$ cat src/hw/rtl/byte_vm_instruction_execute_top_macros.svh
// Assertion macros shared by the byte VM RTL.
// Needs a clock and an active-high reset in scope at the point of use.
`ifndef BYTE_VM_INSTRUCTION_EXECUTE_TOP_MACROS_SVH
`define BYTE_VM_INSTRUCTION_EXECUTE_TOP_MACROS_SVH

// same-cycle implication
`define BVM_ASSERT_IMP(lbl, clk, rst, ante, cons) \
  lbl: assert property (@(posedge clk) disable iff (rst) (ante) |-> (cons)) \
    else $error("bvm assertion failed");

// next-cycle implication
`define BVM_ASSERT_NXT(lbl, clk, rst, ante, cons) \
  lbl: assert property (@(posedge clk) disable iff (rst) (ante) |=> (cons)) \
    else $error("bvm assertion failed");

`endif

$ cat src/hw/rtl/bvm_pkg.sv
`timescale 1ns / 1ps
// Package for the byte VM instruction executor: opcodes and default sizes.
// No dependencies.
package bvm_pkg;

  localparam int REG_COUNT_DEF = 16;
  localparam int PC_BITS_DEF   = 16;
  localparam int NIBBLE_VALUES = 16;
  localparam int RSP_PC_W      = 16;

  typedef enum logic [7:0] {
    OP_INC  = 8'h01,
    OP_DEC  = 8'h02,
    OP_MOV  = 8'h03,
    OP_MOVC = 8'h04,
    OP_LSL  = 8'h05,
    OP_LSR  = 8'h06,
    OP_JMP  = 8'h07,
    OP_JZ   = 8'h08,
    OP_JNZ  = 8'h09,
    OP_JFE  = 8'h0A,
    OP_RET  = 8'h0B,
    OP_ADD  = 8'h0C,
    OP_SUB  = 8'h0D,
    OP_XOR  = 8'h0E,
    OP_OR   = 8'h0F,
    OP_IN   = 8'h10,
    OP_OUT  = 8'h11,
    OP_CMPZ = 8'h12
  } opcode_t;

endpackage

$ cat src/hw/rtl/bvm_regfile.sv
`timescale 1ns / 1ps
// Byte VM register file: one write port, two registered read ports with
// write-to-read forwarding. Entries read as zero until first written after reset.
module bvm_regfile #(
  parameter int REG_COUNT = bvm_pkg::REG_COUNT_DEF
) (
  input  logic                         clk,
  input  logic                         rst,
  input  logic                         re,
  input  logic [$clog2(REG_COUNT)-1:0] ra,
  input  logic [$clog2(REG_COUNT)-1:0] rb,
  output logic [7:0]                   ra_data,
  output logic [7:0]                   rb_data,
  input  logic                         we,
  input  logic [$clog2(REG_COUNT)-1:0] waddr,
  input  logic [7:0]                   wdata
);

  logic [7:0]           mem [REG_COUNT];
  logic [REG_COUNT-1:0] filled;

  always_ff @(posedge clk) begin
    if (we) begin
      mem[waddr] <= wdata;
    end
  end

  always_ff @(posedge clk) begin
    if (rst) begin
      filled <= '0;
    end else if (we) begin
      filled[waddr] <= 1'b1;
    end
  end

  always_ff @(posedge clk) begin
    if (re) begin
      if (we && waddr == ra) begin
        ra_data <= wdata;
      end else if (filled[ra]) begin
        ra_data <= mem[ra];
      end else begin
        ra_data <= '0;
      end
      if (we && waddr == rb) begin
        rb_data <= wdata;
      end else if (filled[rb]) begin
        rb_data <= mem[rb];
      end else begin
        rb_data <= '0;
      end
    end
  end

endmodule

$ cat src/hw/rtl/byte_vm_instruction_execute_top.sv
`timescale 1ns / 1ps
// Byte VM instruction executor, top level.
// Uses bvm_pkg, bvm_regfile and byte_vm_instruction_execute_top_macros.svh.
//
// Usage:
//   Request channel (req_valid/req_ready) carries one two-byte instruction
//   (req_type, operand) plus the current input-stream byte and end marker.
//   Response channel (rsp_valid/rsp_ready) returns one result per request:
//   next_pc, out_valid/out_byte for OUT, in_taken for IN, halted, illegal.
//   An accepted request goes into the operand-fetch register, then is
//   executed into the response register. Throughput: one instruction per
//   cycle while rsp_ready is high; the register file read happens as
//   the request is captured and forwards the write of the instruction
//   executing in the same cycle, so back-to-back dependencies need no bubble.
//   When rsp_ready is low the response register holds; one more request is
//   taken into the fetch register, then req_ready drops until space frees.
//   Reset clears registers to zero, pc to zero and all flags. After RET or an
//   unknown opcode every later request returns next_pc = pc with halted set.
module byte_vm_instruction_execute_top #(
  parameter int REG_COUNT = bvm_pkg::REG_COUNT_DEF,
  parameter int PC_BITS   = bvm_pkg::PC_BITS_DEF
) (
  input  logic                          clk,
  input  logic                          rst,
  input  logic                          req_valid,
  output logic                          req_ready,
  input  logic [7:0]                    req_type,
  input  logic [7:0]                    operand,
  input  logic [7:0]                    in_byte,
  input  logic                          in_at_end,
  output logic                          rsp_valid,
  input  logic                          rsp_ready,
  output logic [bvm_pkg::RSP_PC_W-1:0]  next_pc,
  output logic                          out_valid,
  output logic [7:0]                    out_byte,
  output logic                          in_taken,
  output logic                          halted,
  output logic                          illegal
);

  import bvm_pkg::*;

  `include "byte_vm_instruction_execute_top_macros.svh"

  localparam int IdxW = $clog2(REG_COUNT);
  localparam int PcW  = (PC_BITS > RSP_PC_W) ? PC_BITS : RSP_PC_W;

  // nibble -> register index (nibble modulo REG_COUNT)
  logic [IdxW-1:0] idx_map [NIBBLE_VALUES];
  for (genvar g = 0; g < NIBBLE_VALUES; g++) begin : g_idx
    assign idx_map[g] = IdxW'(g % REG_COUNT);
  end

  // fetch stage
  logic       held_valid;
  logic [7:0] held_type;
  logic [7:0] held_operand;
  logic [7:0] held_in_byte;
  logic       held_at_end;
  logic [7:0] rd_val;
  logic [7:0] rs_val;

  // architectural state
  logic [PC_BITS-1:0] pc;
  logic               zero_flag;
  logic               end_flag;
  logic               stopped;

  logic               req_fire;
  logic               adv;
  logic [IdxW-1:0]    held_rd;

  logic [PC_BITS-1:0] pc_next;
  logic [PcW-1:0]     pc_wide;
  logic               zero_flag_next;
  logic               end_flag_next;
  logic               stopped_next;
  logic               wr_en;
  logic [IdxW-1:0]    wr_addr;
  logic [7:0]         wr_data;
  logic               rf_we;
  logic               ov_next;
  logic [7:0]         ob_next;
  logic               it_next;
  logic               ill_next;
  logic [PC_BITS-1:0] offset;

  assign req_fire  = req_valid && req_ready;
  assign adv       = held_valid && (!rsp_valid || rsp_ready);
  assign req_ready = !held_valid || adv;
  assign held_rd   = idx_map[held_operand[3:0]];
  assign offset    = PC_BITS'($signed(held_operand));
  assign rf_we     = adv && wr_en;
  assign pc_wide   = PcW'(pc_next);

  bvm_regfile #(
    .REG_COUNT(REG_COUNT)
  ) u_regfile (
    .clk    (clk),
    .rst    (rst),
    .re     (req_fire),
    .ra     (idx_map[operand[3:0]]),
    .rb     (idx_map[operand[7:4]]),
    .ra_data(rd_val),
    .rb_data(rs_val),
    .we     (rf_we),
    .waddr  (wr_addr),
    .wdata  (wr_data)
  );

  always_ff @(posedge clk) begin
    if (rst) begin
      held_valid <= 1'b0;
    end else if (req_fire) begin
      held_valid <= 1'b1;
    end else if (adv) begin
      held_valid <= 1'b0;
    end
  end

  always_ff @(posedge clk) begin
    if (req_fire) begin
      held_type    <= req_type;
      held_operand <= operand;
      held_in_byte <= in_byte;
      held_at_end  <= in_at_end;
    end
  end

  // execute
  always_comb begin
    pc_next        = pc + PC_BITS'(2);
    zero_flag_next = zero_flag;
    end_flag_next  = end_flag;
    stopped_next   = stopped;
    wr_en          = 1'b0;
    wr_addr        = held_rd;
    wr_data        = '0;
    ov_next        = 1'b0;
    ob_next        = '0;
    it_next        = 1'b0;
    ill_next       = 1'b0;
    if (stopped) begin
      pc_next = pc;
    end else begin
      unique case (held_type)
        OP_INC: begin
          wr_en   = 1'b1;
          wr_data = rd_val + 8'd1;
        end
        OP_DEC: begin
          wr_en   = 1'b1;
          wr_data = rd_val - 8'd1;
        end
        OP_MOV: begin
          wr_en   = 1'b1;
          wr_data = rs_val;
        end
        OP_MOVC: begin
          wr_en   = 1'b1;
          wr_addr = '0;
          wr_data = held_operand;
        end
        OP_LSL: begin
          wr_en   = 1'b1;
          wr_data = {rd_val[6:0], 1'b0};
        end
        OP_LSR: begin
          wr_en   = 1'b1;
          wr_data = {1'b0, rd_val[7:1]};
        end
        OP_JMP: pc_next = pc + offset;
        OP_JZ: begin
          if (!zero_flag) pc_next = pc + offset;
        end
        OP_JNZ: begin
          if (zero_flag) pc_next = pc + offset;
        end
        OP_JFE: begin
          if (end_flag) pc_next = pc + offset;
        end
        OP_RET: begin
          stopped_next = 1'b1;
          pc_next      = pc;
        end
        OP_ADD: begin
          wr_en   = 1'b1;
          wr_data = rd_val + rs_val;
        end
        OP_SUB: begin
          wr_en   = 1'b1;
          wr_data = rd_val - rs_val;
        end
        OP_XOR: begin
          wr_en   = 1'b1;
          wr_data = rd_val ^ rs_val;
        end
        OP_OR: begin
          wr_en   = 1'b1;
          wr_data = rd_val | rs_val;
        end
        OP_IN: begin
          if (held_at_end) begin
            end_flag_next = 1'b1;
          end else begin
            wr_en   = 1'b1;
            wr_data = held_in_byte;
            it_next = 1'b1;
          end
        end
        OP_OUT: begin
          ov_next = 1'b1;
          ob_next = rd_val;
        end
        OP_CMPZ: begin
          if (rd_val == 8'd0) zero_flag_next = 1'b1;
        end
        default: begin
          stopped_next = 1'b1;
          ill_next     = 1'b1;
          pc_next      = pc;
        end
      endcase
    end
  end

  always_ff @(posedge clk) begin
    if (rst) begin
      pc        <= '0;
      zero_flag <= 1'b0;
      end_flag  <= 1'b0;
      stopped   <= 1'b0;
    end else if (adv) begin
      pc        <= pc_next;
      zero_flag <= zero_flag_next;
      end_flag  <= end_flag_next;
      stopped   <= stopped_next;
    end
  end

  // response register
  always_ff @(posedge clk) begin
    if (rst) begin
      rsp_valid <= 1'b0;
    end else if (adv) begin
      rsp_valid <= 1'b1;
    end else if (rsp_ready) begin
      rsp_valid <= 1'b0;
    end
  end

  always_ff @(posedge clk) begin
    if (adv) begin
      next_pc   <= pc_wide[RSP_PC_W-1:0];
      out_valid <= ov_next;
      out_byte  <= ob_next;
      in_taken  <= it_next;
      halted    <= stopped_next;
      illegal   <= ill_next;
    end
  end

  `BVM_ASSERT_IMP(a_illegal_halts, clk, rst, rsp_valid && illegal, halted)
  `BVM_ASSERT_IMP(a_in_out_excl, clk, rst, rsp_valid, !(out_valid && in_taken))
  `BVM_ASSERT_IMP(a_out_byte_zero, clk, rst, rsp_valid && !out_valid, out_byte == 8'd0)
  `BVM_ASSERT_IMP(a_stopped_no_write, clk, rst, stopped, !rf_we)
  `BVM_ASSERT_NXT(a_halt_sticky, clk, rst, rsp_valid && rsp_ready && halted, !rsp_valid || halted)

endmodule

$ cat config.mk
export PLATFORM = sky130hd
export DESIGN_NAME = byte_vm_instruction_execute_top
export DESIGN_NICKNAME = d
export VERILOG_FILES = /design/src/hw/rtl/bvm_pkg.sv /design/src/hw/rtl/bvm_regfile.sv /design/src/hw/rtl/byte_vm_instruction_execute_top.sv
export VERILOG_INCLUDE_DIRS = /design/src /design/src/hw/rtl
export SDC_FILE = /design/constraint.sdc
export NUM_CORES = 1
export LEC_CHECK = 0
export ABC_CLOCK_PERIOD_IN_PS = 10800
export BUFFER_PORTS_ARGS = -buffer_cell sky130_fd_sc_hd__buf_2
export CORE_AREA = 2 2 196 198
export DETAILED_ROUTE_END_ITERATION = 12
export DIE_AREA = 0 0 198 200
export PLACE_DENSITY_LB_ADDON = 0.2
export SLEW_MARGIN = 20
export SYNTH_ARGS = -nofsm -noshare
export SYNTH_HDL_FRONTEND = slang
export SYNTH_SLANG_ARGS = --single-unit
$ cat constraint.sdc
create_clock -name clk -period 10.8 [get_ports clk]
set_input_delay 0.54 -clock clk [delete_from_list [all_inputs] [get_ports clk]]
set_output_delay 0.54 -clock clk [all_outputs]
set_load 0.02 [all_outputs]
==> results summary, run 1 <==
The run finished with clean final reports. Counting flops with an async set or reset pin after synthesis yields a share of 0. The final weighted congestion in routability-driven placement came out at about 0.89. Of the available clock period, the critical path in the final layout requires 0.382. The power per cell area is 144 mW/mm2. The routed layout has 9137 vias. The worst endpoint required time is 11030 ps. Of the synthesized area, sequential elements account for 0.511. The overall overflow remaining after global route is 0. The pin slew with the least headroom to its limit came out at 1150 ps. Buffers placed on the I/O ports in this run total 58.

The standard cell core area is about 0.037 mm2. The initial antenna violation count came out at 0. The largest net degree at the start of global routing is 43.

For this design, the slowest cell found on the critical path is nor2_1. The TritonCTS clock tree is built. The die covers between 0.03 and 0.04 mm2. The number of enable flip-flop cells after synthesis came out at 197.

The number of setup buffers added after CTS came out at 0. The leakage dissipation is 4.75 nW. The reported max-cap violation count is 0. The clock arrives with between 20 and 25 ps of skew. The longest individual stage delay on the worst path came out at roughly 740 ps.

The starting density of the core came out at 0.348. Walking the worst path, the cells encountered are or4_4 > nor3_2 > a21o_1 > inv_1 > ha_1 > nor2b_1 > o21ai_0 > a21o_1 > a21o_1 > a211oi_1 > nor3b_1 > nor2_1. The register area came out at approximately 0.0067 mm2. The smallest setup slack after layout is 6680 ps. The maximum ir drop on the vdd rail came out at 0.0981 mV. The mapped cell area came out at 0.0130 mm2. The maximum level of the CTS H-tree came out at 1. The number of inserted filler cells in the final layout is 3508.

The number of standard-cell rows in the floorplan is 71. The final wirelength is approximately 36000 um. The post-detailed-route count of antenna-violating nets is 0. The summed negative setup slack over all endpoints came out at 0 ps. Setup repair after global routing left no endpoint under its margin. For this run, the leading register cell type out of synthesis is edfxtp_1. Of the cells placed in the final design, the portion with a size suffix greater than 1 is 0.174. The category of the critical setup timing path is flop to flop. The worst setup path is launched from a flop. The post-detailed-route via-to-cell ratio is 5.56. The arrival time at the worst endpoint came out at 4360 ps. At the later pin of the worst-skew pair, clock insertion delay measures 570 ps. The cell total after placement came out at about 1600. The worst min-delay path category is input pin to flop. The hold buffer count at CTS is 0.

Counting stages on the worst path, the most repeated cell is a21o_1. The number of global-route vias before repair came out at 8921. The final layout net count came out at 1174.

Headroom to the max-slew limit came out at 0.232. STA classifies the critical path endpoint as a flop. The Yosys warning count came out at 0. The clock sink count came out at 234. The count of cells resized by post-cts repair came out at 0. The post-synthesis to final-layout area growth came out at 13.0%. In the global route stage, overall resource usage came out at 0.180. Counting every net in the synthesized netlist gives 1141. The number of synthesized register bits is about 230.

Counting distinct cell types in the post-synthesis netlist gives 73. The number of failing hold endpoints at the final stage is 0. The deepest clock path buffer count came out at 3.

Setup violations remaining at the end of the flow were counted as 0. The largest fanout on the critical path came out at 16. The detailed router finished its first iteration with 831 violations. For this run, the share of the core covered by cells in the final layout is 0.394. The multi-input combinational cell area came out at 0.00599 mm2. After synthesis, the mean cell area works out to between 10 and 15 um2. a little under 60 I/O pins were placed.

The clock period minus worst slack came out at 4120 ps. The minimum hold slack came out at 149 ps. The max-slew violation count is 0. The DRC violation count after routing came out at 0. For this run, the top clock speed supported by timing is ~0.24 GHz. The average wire per cell in the routed design came out at 21.7 um. The first global-routing pass estimated 53900 um of wire.

The number of detailed-route iterations in the first pass is 7. The final antenna diode count is 0. Leaving out filler cells and counting taps, the final layout contains 1642. The cell count after synthesis came out at 1077. The floorplan die width came out at 198 um. After clock tree synthesis, the clock-pin slew on the worst setup and hold paths is 60 ps. Clock tree synthesis inserted a total of 27 buffers. In this run the clock root is driven by a clkbuf_16. The overall die height came out at 200 um.

The sum of net half-perimeters after detailed placement came out at roughly 24000 um. Before CTS, the worst setup slack after placement is roughly 6700 ps.
==> final cells by class <==
| cell class | count | share of cell area |
|---|---|---|
| clock inverters | 15 | 0.0165 |
| multi-input cells | 745 | 0.407 |
| repair buffers | 66 | 0.0238 |
| clock buffers | 35 | 0.0479 |
| well taps | 511 | 0.0434 |
| flip-flops and latches | 234 | 0.452 |
| inverters | 36 | 0.00918 |
==> through the flow <==
step           instance area (um2)  power, W
4_1_cts                      14700   0.00214
2_1_floorplan                13000   0.00111
6_report                     14700   0.00212
3_3_place_gp                 13800   0.00115
5_1_grt                      14700   0.00219
3_5_place_dp                 13800   0.00115
==> kinds of logic after synthesis <==
| logic type | synth area share |
|---|---|
| AND/OR/NAND/NOR | 0.120 |
| AO/OA/AOI/OAI | 0.126 |
| flip-flops | 0.511 |
| multiplexers | 0.162 |
| buffers and inverters | 0.0303 |
| adder cells (fa/ha/maj) | 0.0348 |
| XOR/XNOR | 0.0161 |
==> cell usage in the layout (no fill, tap or decap), types with 9 or more instances in the layout <==
cell,count
edfxtp_1,197
nor2_1,115
mux4_2,74
a21oi_1,64
buf_2,58
nand2_1,57
o21ai_0,50
mux2i_1,42
dfxtp_1,37
inv_1,36
ha_1,33
clkbuf_16,27
nand3_1,26
nor3_1,22
o21ai_1,19
xnor2_1,16
nor4_1,14
a21o_1,11
o211ai_1,11
nand4_1,11
nor2b_1,10
nand2b_1,10
a31oi_1,10
a2bb2oi_1,9
==> path summary, 6_finish.rpt <==
| path | cells after the start | startpoint | slack, ps | end |
|---|---|---|---|---|
| worst min-delay path | 1 | in_byte[3] | 150 | held_in_byte[3] |
| worst max-delay path | 12 | held_type[4] | 6680 | u_regfile.mem[12][7] |
| worst min register to register | 2 | u_regfile.filled[6] | 490 | u_regfile.filled[6] |
| worst max register to register | 12 | held_type[4] | 6680 | u_regfile.mem[12][7] |
==> flip-flops by register name, indices dropped and copies added (netlist names), 16 cells and up <==
name	count
next_pc	16
pc	16
u_regfile.filled	16
u_regfile.mem	128
==> layer usage <==
| layer | wire (um) | up-vias | GRT usage |
|---|---|---|---|
| li1 | - | 4277 | - |
| met1 | 16000 | 4556 | 0.245 |
| met4 | 833 | 0 | 0.0535 |
| met3 | 1800 | 64 | 0.0274 |
| met2 | 17000 | 240 | 0.301 |
| met5 | 0 | - | 0 |
==> synth_stat cells (4+ instances only) <==
cell type / instances / share of area
a211oi_1: 8 / 0.0046
o21bai_1: 4 / 0.0023
nor4_1: 14 / 0.0067
nand2_1: 57 / 0.016
nand3_1: 26 / 0.010
mux2i_1: 42 / 0.032
o21a_1: 7 / 0.0040
xnor2_1: 16 / 0.011
ha_1: 33 / 0.032
buf_2: 10 / 0.0038
o21ai_1: 19 / 0.0073
mux4_2: 74 / 0.13
or4_1: 4 / 0.0023
nor3_1: 23 / 0.0088
o21ai_0: 50 / 0.019
o2111ai_1: 4 / 0.0027
o211ai_1: 11 / 0.0063
a21boi_0: 5 / 0.0029
nor2b_1: 10 / 0.0048
and2_1: 7 / 0.0034
nor4bb_1: 4 / 0.0031
inv_1: 36 / 0.010
or3_1: 5 / 0.0024
nand2b_1: 10 / 0.0048
a32oi_1: 5 / 0.0034
o32ai_1: 5 / 0.0034
nand4_1: 11 / 0.0053
o22ai_1: 6 / 0.0029
a21o_1: 11 / 0.0063
a22oi_1: 6 / 0.0035
nor2_1: 115 / 0.033
a2bb2oi_1: 9 / 0.0061
xor2_1: 8 / 0.0054
clkbuf_1: 37 / 0.011
or2_2: 4 / 0.0019
dfxtp_1: 37 / 0.057
a21oi_1: 64 / 0.025
a31oi_1: 10 / 0.0048
buf_1: 13 / 0.0037
o32a_1: 4 / 0.0031
edfxtp_1: 197 / 0.45
nor3b_1: 6 / 0.0035
==> critical path: cells and delay by family (launching register included) <==
family	cells	cell delay (ps)
and+or+nand+nor	5	2010
DFF	1	520
adders and majority gates	1	260
AOI/OAI and AO/OA	5	950
buffers and inverters	1	60
==> where the power goes <==
part / switching [W] / total (W) / leakage [nW] / internal, W
Sequential: 0.0000172 / 0.00100 / 1.93 / 0.000985
Clock: 0.000375 / 0.000981 / 0.456 / 0.000606
Combinational: 0.0000853 / 0.000133 / 2.36 / 0.0000477
(Power assumes the default switching activity.)
==> run 2, diff against run 1 <==
Settings changed: ABC_CLOCK_PERIOD_IN_PS 10800 to 3600.
Clock period 10.8 ns to 3.6 ns, I/O delays scaled along.
==> results summary, run 2 (same netlist as run 1, synthesis figures left out) <==
The reported max-cap violation count came out at 0 (unchanged). The largest fanout on the critical path came out at 16 (unchanged). The clock sink count is 234 (unchanged). The total setup violations reported at the end of the flow is 0 (unchanged).

The total clock buffers created by CTS is 28 (was 27). The deepest clock path buffer count came out at 3 (unchanged). The number of standard-cell rows in the floorplan was 71 (unchanged).

The clock latency on the worst-skew pair came to 570 ps (about the same). The worst endpoint required time is 3910 ps (was 11030 ps). Cells along the critical path: or4_4 > nor3_4 > nand2_1 > ha_1 > fa_1 > xnor2_1 > a32oi_1 > nor2_1 > o21ai_0 > buf_4 > inv_1 (was or4_4 > nor3_2 > a21o_1 > inv_1 > ha_1 > nor2b_1 > o21ai_0 > a21o_1 > a21o_1 > a211oi_1 > nor3b_1 > nor2_1).

The number of failing hold endpoints at the final stage is 0 (unchanged). The standard cell core area came out at 0.0374 mm2 (unchanged). The sum of net half-perimeters after detailed placement was 25200 um (was 24100 um). The clock skew after layout came to 13.9 ps (was 23.5 ps). The beginning of the worst register-to-register path is held_type[5] (was held_type[4]). The critical path startpoint is held_type[5] (was held_type[4]).

The final standard cell count with taps included and fillers excluded came out at 1719 (was 1642). The critical path launch point type is a flop (unchanged). The pin slew with the least headroom to its limit is 1050 ps (was 1150 ps). The area of all placed cells without fillers came out at 0.0154 mm2 (was 0.0147 mm2). The share of final-layout standard cells stronger than drive strength 1 came out at 0.214 (was 0.174). The endpoint of the most critical register-to-register path is u_regfile.mem[13][2] (was u_regfile.mem[12][7]). The number of buffers added on ports is 58 (unchanged). The category of the critical setup timing path is flop to flop (unchanged). The via total after detailed routing is 9516 (was 9137). The leakage dissipation came out at 5.13 nW (was 4.75 nW). The critical path depth was 11 (was 12).

The number of global-route vias before repair is 9401 (was 8921). The flip-flop count of the largest register after layout is 128 (unchanged). The final weighted congestion in routability-driven placement came out at 0.896 (was 0.887).

The CTS clock-pin slew for the worst setup and hold paths came to 60 ps (about the same). The largest net degree at the start of global routing is 43 (unchanged). The power per cell area came out at 413 mW/mm2 (was 144 mW/mm2). The final wirelength is 37000 um (was 35600 um). The DRC violation count after routing came out at 0 (unchanged).

The relative max-transition margin is 0.303 (was 0.232). The maximum ir drop on the vdd rail is 0.299 mV (was 0.0981 mV). The overall die height came out at 200 um (unchanged).

The post-detailed-route count of antenna-violating nets is 0 (unchanged). The average wire per cell in the routed design is 21.5 um (was 21.7 um). The total routing resource utilization after global routing was 0.188 (was 0.180). The largest delay contributor family on the critical path is simple AND/OR/NAND/NOR gates (unchanged). The violation count after the first detailed-route iteration came out at 670 (was 831). The depth of the most critical reg-to-reg path is 11 (was 12). The die footprint is 0.0396 mm2 (unchanged). The starting density of the core came to 0.348 (unchanged). The post-detailed-route via-to-cell ratio is 5.54 (was 5.56).

The sum of buffers and inverters on the critical path is 2 (was 1). The core occupancy in the finished layout came out at 0.411 (was 0.394). The register-to-register setup slack is 240 ps (was 6680 ps).

Outcome: complete, no violations (unchanged). The arrival time at the worst endpoint is 3670 ps (was 4360 ps). The most common library cell in the layout ignoring fill and taps was edfxtp_1 (unchanged). The launch point of the worst hold path is operand[3] (was in_byte[3]). The worst min-delay path endpoint is held_operand[3] (was held_in_byte[3]). The cell total after placement came out at 1649 (was 1592).

The worst min-delay path category is input pin to flop (unchanged). The overall overflow remaining after global route came out at 0 (unchanged). The cell at the slowest stage of the critical path is or4_4 (was nor2_1).

The maximum level of the CTS H-tree is 1 (unchanged). The final antenna diode count came out at 0 (unchanged). The minimum hold slack was 75.1 ps (was 149 ps).

The number of cells traversed by the worst hold path came out at 1 (unchanged). The final layout net count was 1252 (was 1174). The post-synthesis to final-layout area growth was 18.1% (was 13.0%). Setup repair after global routing missed its margin: false (unchanged).

The number of detailed-route iterations in the first pass came out at 5 (was 7). The post-layout total power came out at 0.00635 W (was 0.00212 W). Commonest cells after routing, fill and taps aside: 197 x edfxtp_1, 114 x nor2_1, 74 x mux4_2 (was 197 x edfxtp_1, 115 x nor2_1, 74 x mux4_2).

The initial antenna violation count is 0 (unchanged). The top register by number of flip-flops is u_regfile.mem (unchanged). The placed instance area is 0.0142 mm2 (was 0.0138 mm2). The fmax came out at 0.297 GHz (was 0.243 GHz). The TritonCTS clock tree is built (unchanged). The longest individual stage delay on the worst path is 600 ps (was 740 ps).

The number of I/O pins was 59 (unchanged). The clock root buffer was clkbuf_16 (unchanged). The share of the cycle needed by the critical path after routing came out at 0.934 (was 0.382). The floorplan die width came out at 198 um (unchanged).

The clock period minus worst slack is 3360 ps (was 4120 ps). The max-slew violation count was 0 (unchanged). The wire length of the first global-routing pass is 56000 um (was 53900 um). The endpoint kind of the worst setup timing path is a flop (unchanged).
-- run 2: cell count changes in the layout (fill, tap and decap cells not counted), sizes merged --
cell,change
clkinvlp,-1
inv,-1
bufinv,-1
clkbuf,-3
clkinv,+6
dlygate4sd3,+20
buf,+57
-- run 2: layout make-up --
type                            count  area (um2)
Tap cell                          511         639
Multi-Input combinational cell    745        6000
Timing Repair Buffer              143        1000
Clock buffer                       32         716
Fill cell                        3570       22000
Sequential cell                   234        6660
Clock inverter                     18         235
Inverter                           36         135
-- run 2: worst max-delay path by stage --
stage                                      end  slack, ps
after floorplan            u_regfile.mem[0][7]         60
after global placement    u_regfile.mem[15][6]        -10
after detailed placement  u_regfile.mem[14][6]        -40
after CTS                 u_regfile.mem[13][6]         30
after global routing      u_regfile.mem[13][2]         20
final                     u_regfile.mem[13][2]        240
-- run 2: timing repair --
action / CTS / global route
resized for setup: 1 / 7
pin swaps: 0 / 0
hold endpoints to repair: 19 / 0
setup buffers: 0 / 0
setup endpoints to repair: 16 / 98
hold buffers: 20 / 0
-- run 2: per-stage QoR --
| stage | setup TNS [ps] | setup WS, ps |
|---|---|---|
| global route | 0 | 21.5 |
| detailed placement | -584 | -37.0 |
| floorplan | 0 | 57.9 |
| global placement | -162 | -10.4 |
| finish | 0 | 238 |
| CTS | 0 | 31.7 |
-- run 2: power by group --
group          internal, W  switching [W]  total, W
clock network      0.00178        0.00112   0.00290
registers          0.00295      0.0000364   0.00299
logic             0.000175       0.000283  0.000458
total              0.00491        0.00144   0.00635
-- run 2: worst reg2reg max path: stages, from the launching register on --
cell and delay (ps):
edfxtp_1 430, or4_4 600, nor3_4 220, nand2_1 120
ha_1 200, fa_1 400, xnor2_1 250, a32oi_1 100
nor2_1 130, o21ai_0 100, buf_4 190, inv_1 360
-- run 2: layer usage --
layer	up-vias	wire, um	global-route usage
met5	-	0	0
met4	0	960	0.0549
met3	62	1890	0.0255
met2	305	17800	0.321
met1	4713	16400	0.250
li1	4436	-	-
==> run 3, diff against run 2 <==
Settings changed: RECOVER_POWER set to 100.
==> results summary, run 3 (same netlist as run 1, synthesis figures left out) <==
The standard cell core area is 0.0374 mm2 (unchanged). The number of setup buffers added after CTS came out at 0 (unchanged). The number of standard-cell rows in the floorplan was 71 (unchanged). The number of failing hold endpoints at the final stage was 0 (unchanged). The overall overflow remaining after global route came out at 0 (unchanged). The fmax came to 0.292 GHz (was 0.297 GHz).

The die footprint came to 0.0396 mm2 (unchanged). The final wirelength is 37000 um (about the same). The violation count after the first detailed-route iteration came out at 656 (was 670). The beginning of the worst register-to-register path is held_type[4] (was held_type[5]). The clock skew after layout came out at 14.2 ps (was 13.9 ps).

The final layout net count came out at 1252 (unchanged). The number of inserted filler cells in the final layout came to 3602 (was 3570). The worst endpoint required time is 3830 ps (was 3910 ps). The clock period minus worst slack is 3420 ps (was 3360 ps). The depth of the most critical reg-to-reg path is 8 (was 11). The number of detailed-route iterations in the first pass was 6 (was 5). The largest net degree at the start of global routing came out at 43 (unchanged). The clock sink count came out at 234 (unchanged).

The clock latency on the worst-skew pair is 570 ps (about the same). The register-to-register setup slack is 180 ps (was 240 ps). The final reports fail on capacitance limit, slew limit. The endpoint kind of the worst setup timing path was a flop (unchanged).

The starting density of the core is 0.348 (unchanged). Commonest cells after routing, fill and taps aside: 197 x edfxtp_1, 114 x nor2_1, 74 x mux4_2 (unchanged). The relative max-transition margin was -0.870 (was 0.303). The category of the critical setup timing path is flop to flop (unchanged). The floorplan die width came out at 198 um (unchanged). The pin slew with the least headroom to its limit was 2800 ps (was 1050 ps). The post-synthesis to final-layout area growth came out at 17.0% (was 18.1%). The launch point of the worst hold path is rst (was operand[3]). The sum of net half-perimeters after detailed placement was 25200 um (unchanged). The share of the cycle needed by the critical path after routing came out at 0.950 (was 0.934). The via total after detailed routing is 9469 (was 9516). The total routing resource utilization after global routing is 0.188 (unchanged). The met1 wire length came out at 16400 um (about the same).

The critical path launch point type is a flop (unchanged). The uppermost layer routed was met4 (unchanged). The max-slew violation count came out at 144 (was 0). The clock root buffer is clkbuf_16 (unchanged).

The multi-input combinational cell area came out at 0.00600 mm2 (about the same). The final antenna diode count came out at 0 (unchanged). Setup repair after global routing missed its margin: false (unchanged). The share of final-layout standard cells stronger than drive strength 1 was 0.169 (was 0.214).

The deepest clock path buffer count came to 3 (unchanged). The maximum level of the CTS H-tree was 1 (unchanged). The total clock buffers created by CTS is 28 (unchanged). The number of I/O pins was 59 (unchanged). The TritonCTS clock tree is built (unchanged). The largest fanout on the critical path is 14 (was 16).

The total met3 wirelength after detailed routing came out at 1930 um (was 1890 um). The worst min-delay path endpoint is rsp_valid (was held_operand[3]). The most common library cell in the layout ignoring fill and taps is edfxtp_1 (unchanged). The number of buffers added on ports is 58 (unchanged). The initial antenna violation count came out at 0 (unchanged). The CTS clock-pin slew for the worst setup and hold paths came out at 60 ps (about the same). The reported max-cap violation count is 6 (was 0). The post-detailed-route via-to-cell ratio is 5.51 (was 5.54).

The overall die height is 200 um (unchanged). The final standard cell count with taps included and fillers excluded is 1719 (unchanged). The DRC violation count after routing came out at 0 (unchanged).

The number of cells traversed by the worst hold path is 2 (was 1). The maximum ir drop on the vdd rail came out at 0.300 mV (was 0.299 mV). The core occupancy in the finished layout came out at 0.408 (was 0.411). The arrival time at the worst endpoint is 3650 ps (was 3670 ps). The total setup violations reported at the end of the flow came out at 0 (unchanged).

The final weighted congestion in routability-driven placement came out at 0.896 (unchanged). The worst min-delay path category is input pin to flop (unchanged). The flip-flop count of the largest register after layout came out at 128 (unchanged).

The post-detailed-route count of antenna-violating nets is 0 (unchanged). The top register by number of flip-flops is u_regfile.mem (unchanged). The register area is 0.00666 mm2 (unchanged). The total length of routed met2 wires is 17800 um (about the same). The wire length of the first global-routing pass is 56000 um (unchanged). The power per cell area is 417 mW/mm2 (was 413 mW/mm2). The leakage dissipation came to 4.96 nW (was 5.13 nW). The number of global-route vias before repair is 9401 (unchanged).

The cell total after placement is 1649 (unchanged). The average wire per cell in the routed design is 21.5 um (about the same). The endpoint of the most critical register-to-register path is u_regfile.mem[14][6] (was u_regfile.mem[13][2]).

The critical path startpoint is held_type[4] (was held_type[5]). Outcome: complete, but fails checks (was complete, no violations).
run 3: layer usage:
layer | vias up | GRT usage
met1 | 4696 | 0.250
met3 | 55 | 0.0255
li1 | 4442 | -
met4 | 0 | 0.0549
met5 | - | 0
met2 | 276 | 0.321
run 3: critical path: stages (launching register included):
cell and delay (ps):
edfxtp_1 400, clkbuf_1 210, nor4_2 410, clkbuf_2 360, o221ai_1 270, a211o_1 430, or4_1 510, nor2_1 130
clkbuf_2 350
run 3: how the worst max path moves through the flow:
stage | endpoint | slack [ps] | depth (start not counted)
2_1_floorplan | u_regfile.mem[0][7] | 60 | 14
3_3_place_gp | u_regfile.mem[15][6] | -10 | 12
3_5_place_dp | u_regfile.mem[14][6] | -40 | 12
4_1_cts | u_regfile.mem[13][6] | 30 | 12
5_1_grt | u_regfile.mem[2][1] | 10 | 8
6_report | u_regfile.mem[14][6] | 180 | 8
run 3: report_power, final:
group	total [W]	internal (W)	switching (W)
combinational	0.000450	0.000168	0.000282
sequential	0.00299	0.00296	0.0000368
clock	0.00291	0.00178	0.00113
run 3: layout make-up:
cell class,instances,share of cell area
flip-flops and latches,234,0.436
multi-input cells,745,0.393
repair buffers,143,0.0572
clock buffers,32,0.0469
well taps,511,0.0419
clock inverters,18,0.0154
inverters,36,0.00886
run 3: metrics by stage:
stage | hold slack (ps) | worst slack, ps | total power [W] | cell area [um2] | setup TNS [ps]
floorplan | 279 | 57.9 | 0.00333 | 13000 | 0
global placement | 360 | -10.4 | 0.00348 | 14200 | -162
detailed placement | 358 | -37.0 | 0.00348 | 14200 | -584
CTS | 48.0 | 31.7 | 0.00642 | 15400 | 0
global route | 275 | 13.3 | 0.00656 | 15200 | 0
finish | 238 | 178 | 0.00635 | 15200 | 0
run 3: repair_timing:
action                                  CTS  global route
endpoints found under the setup margin   16            98
gates cloned                              0             0
pin swaps                                 0             0
hold endpoints to repair                 19             0
resized for setup                         1             7
hold buffers                             20             0
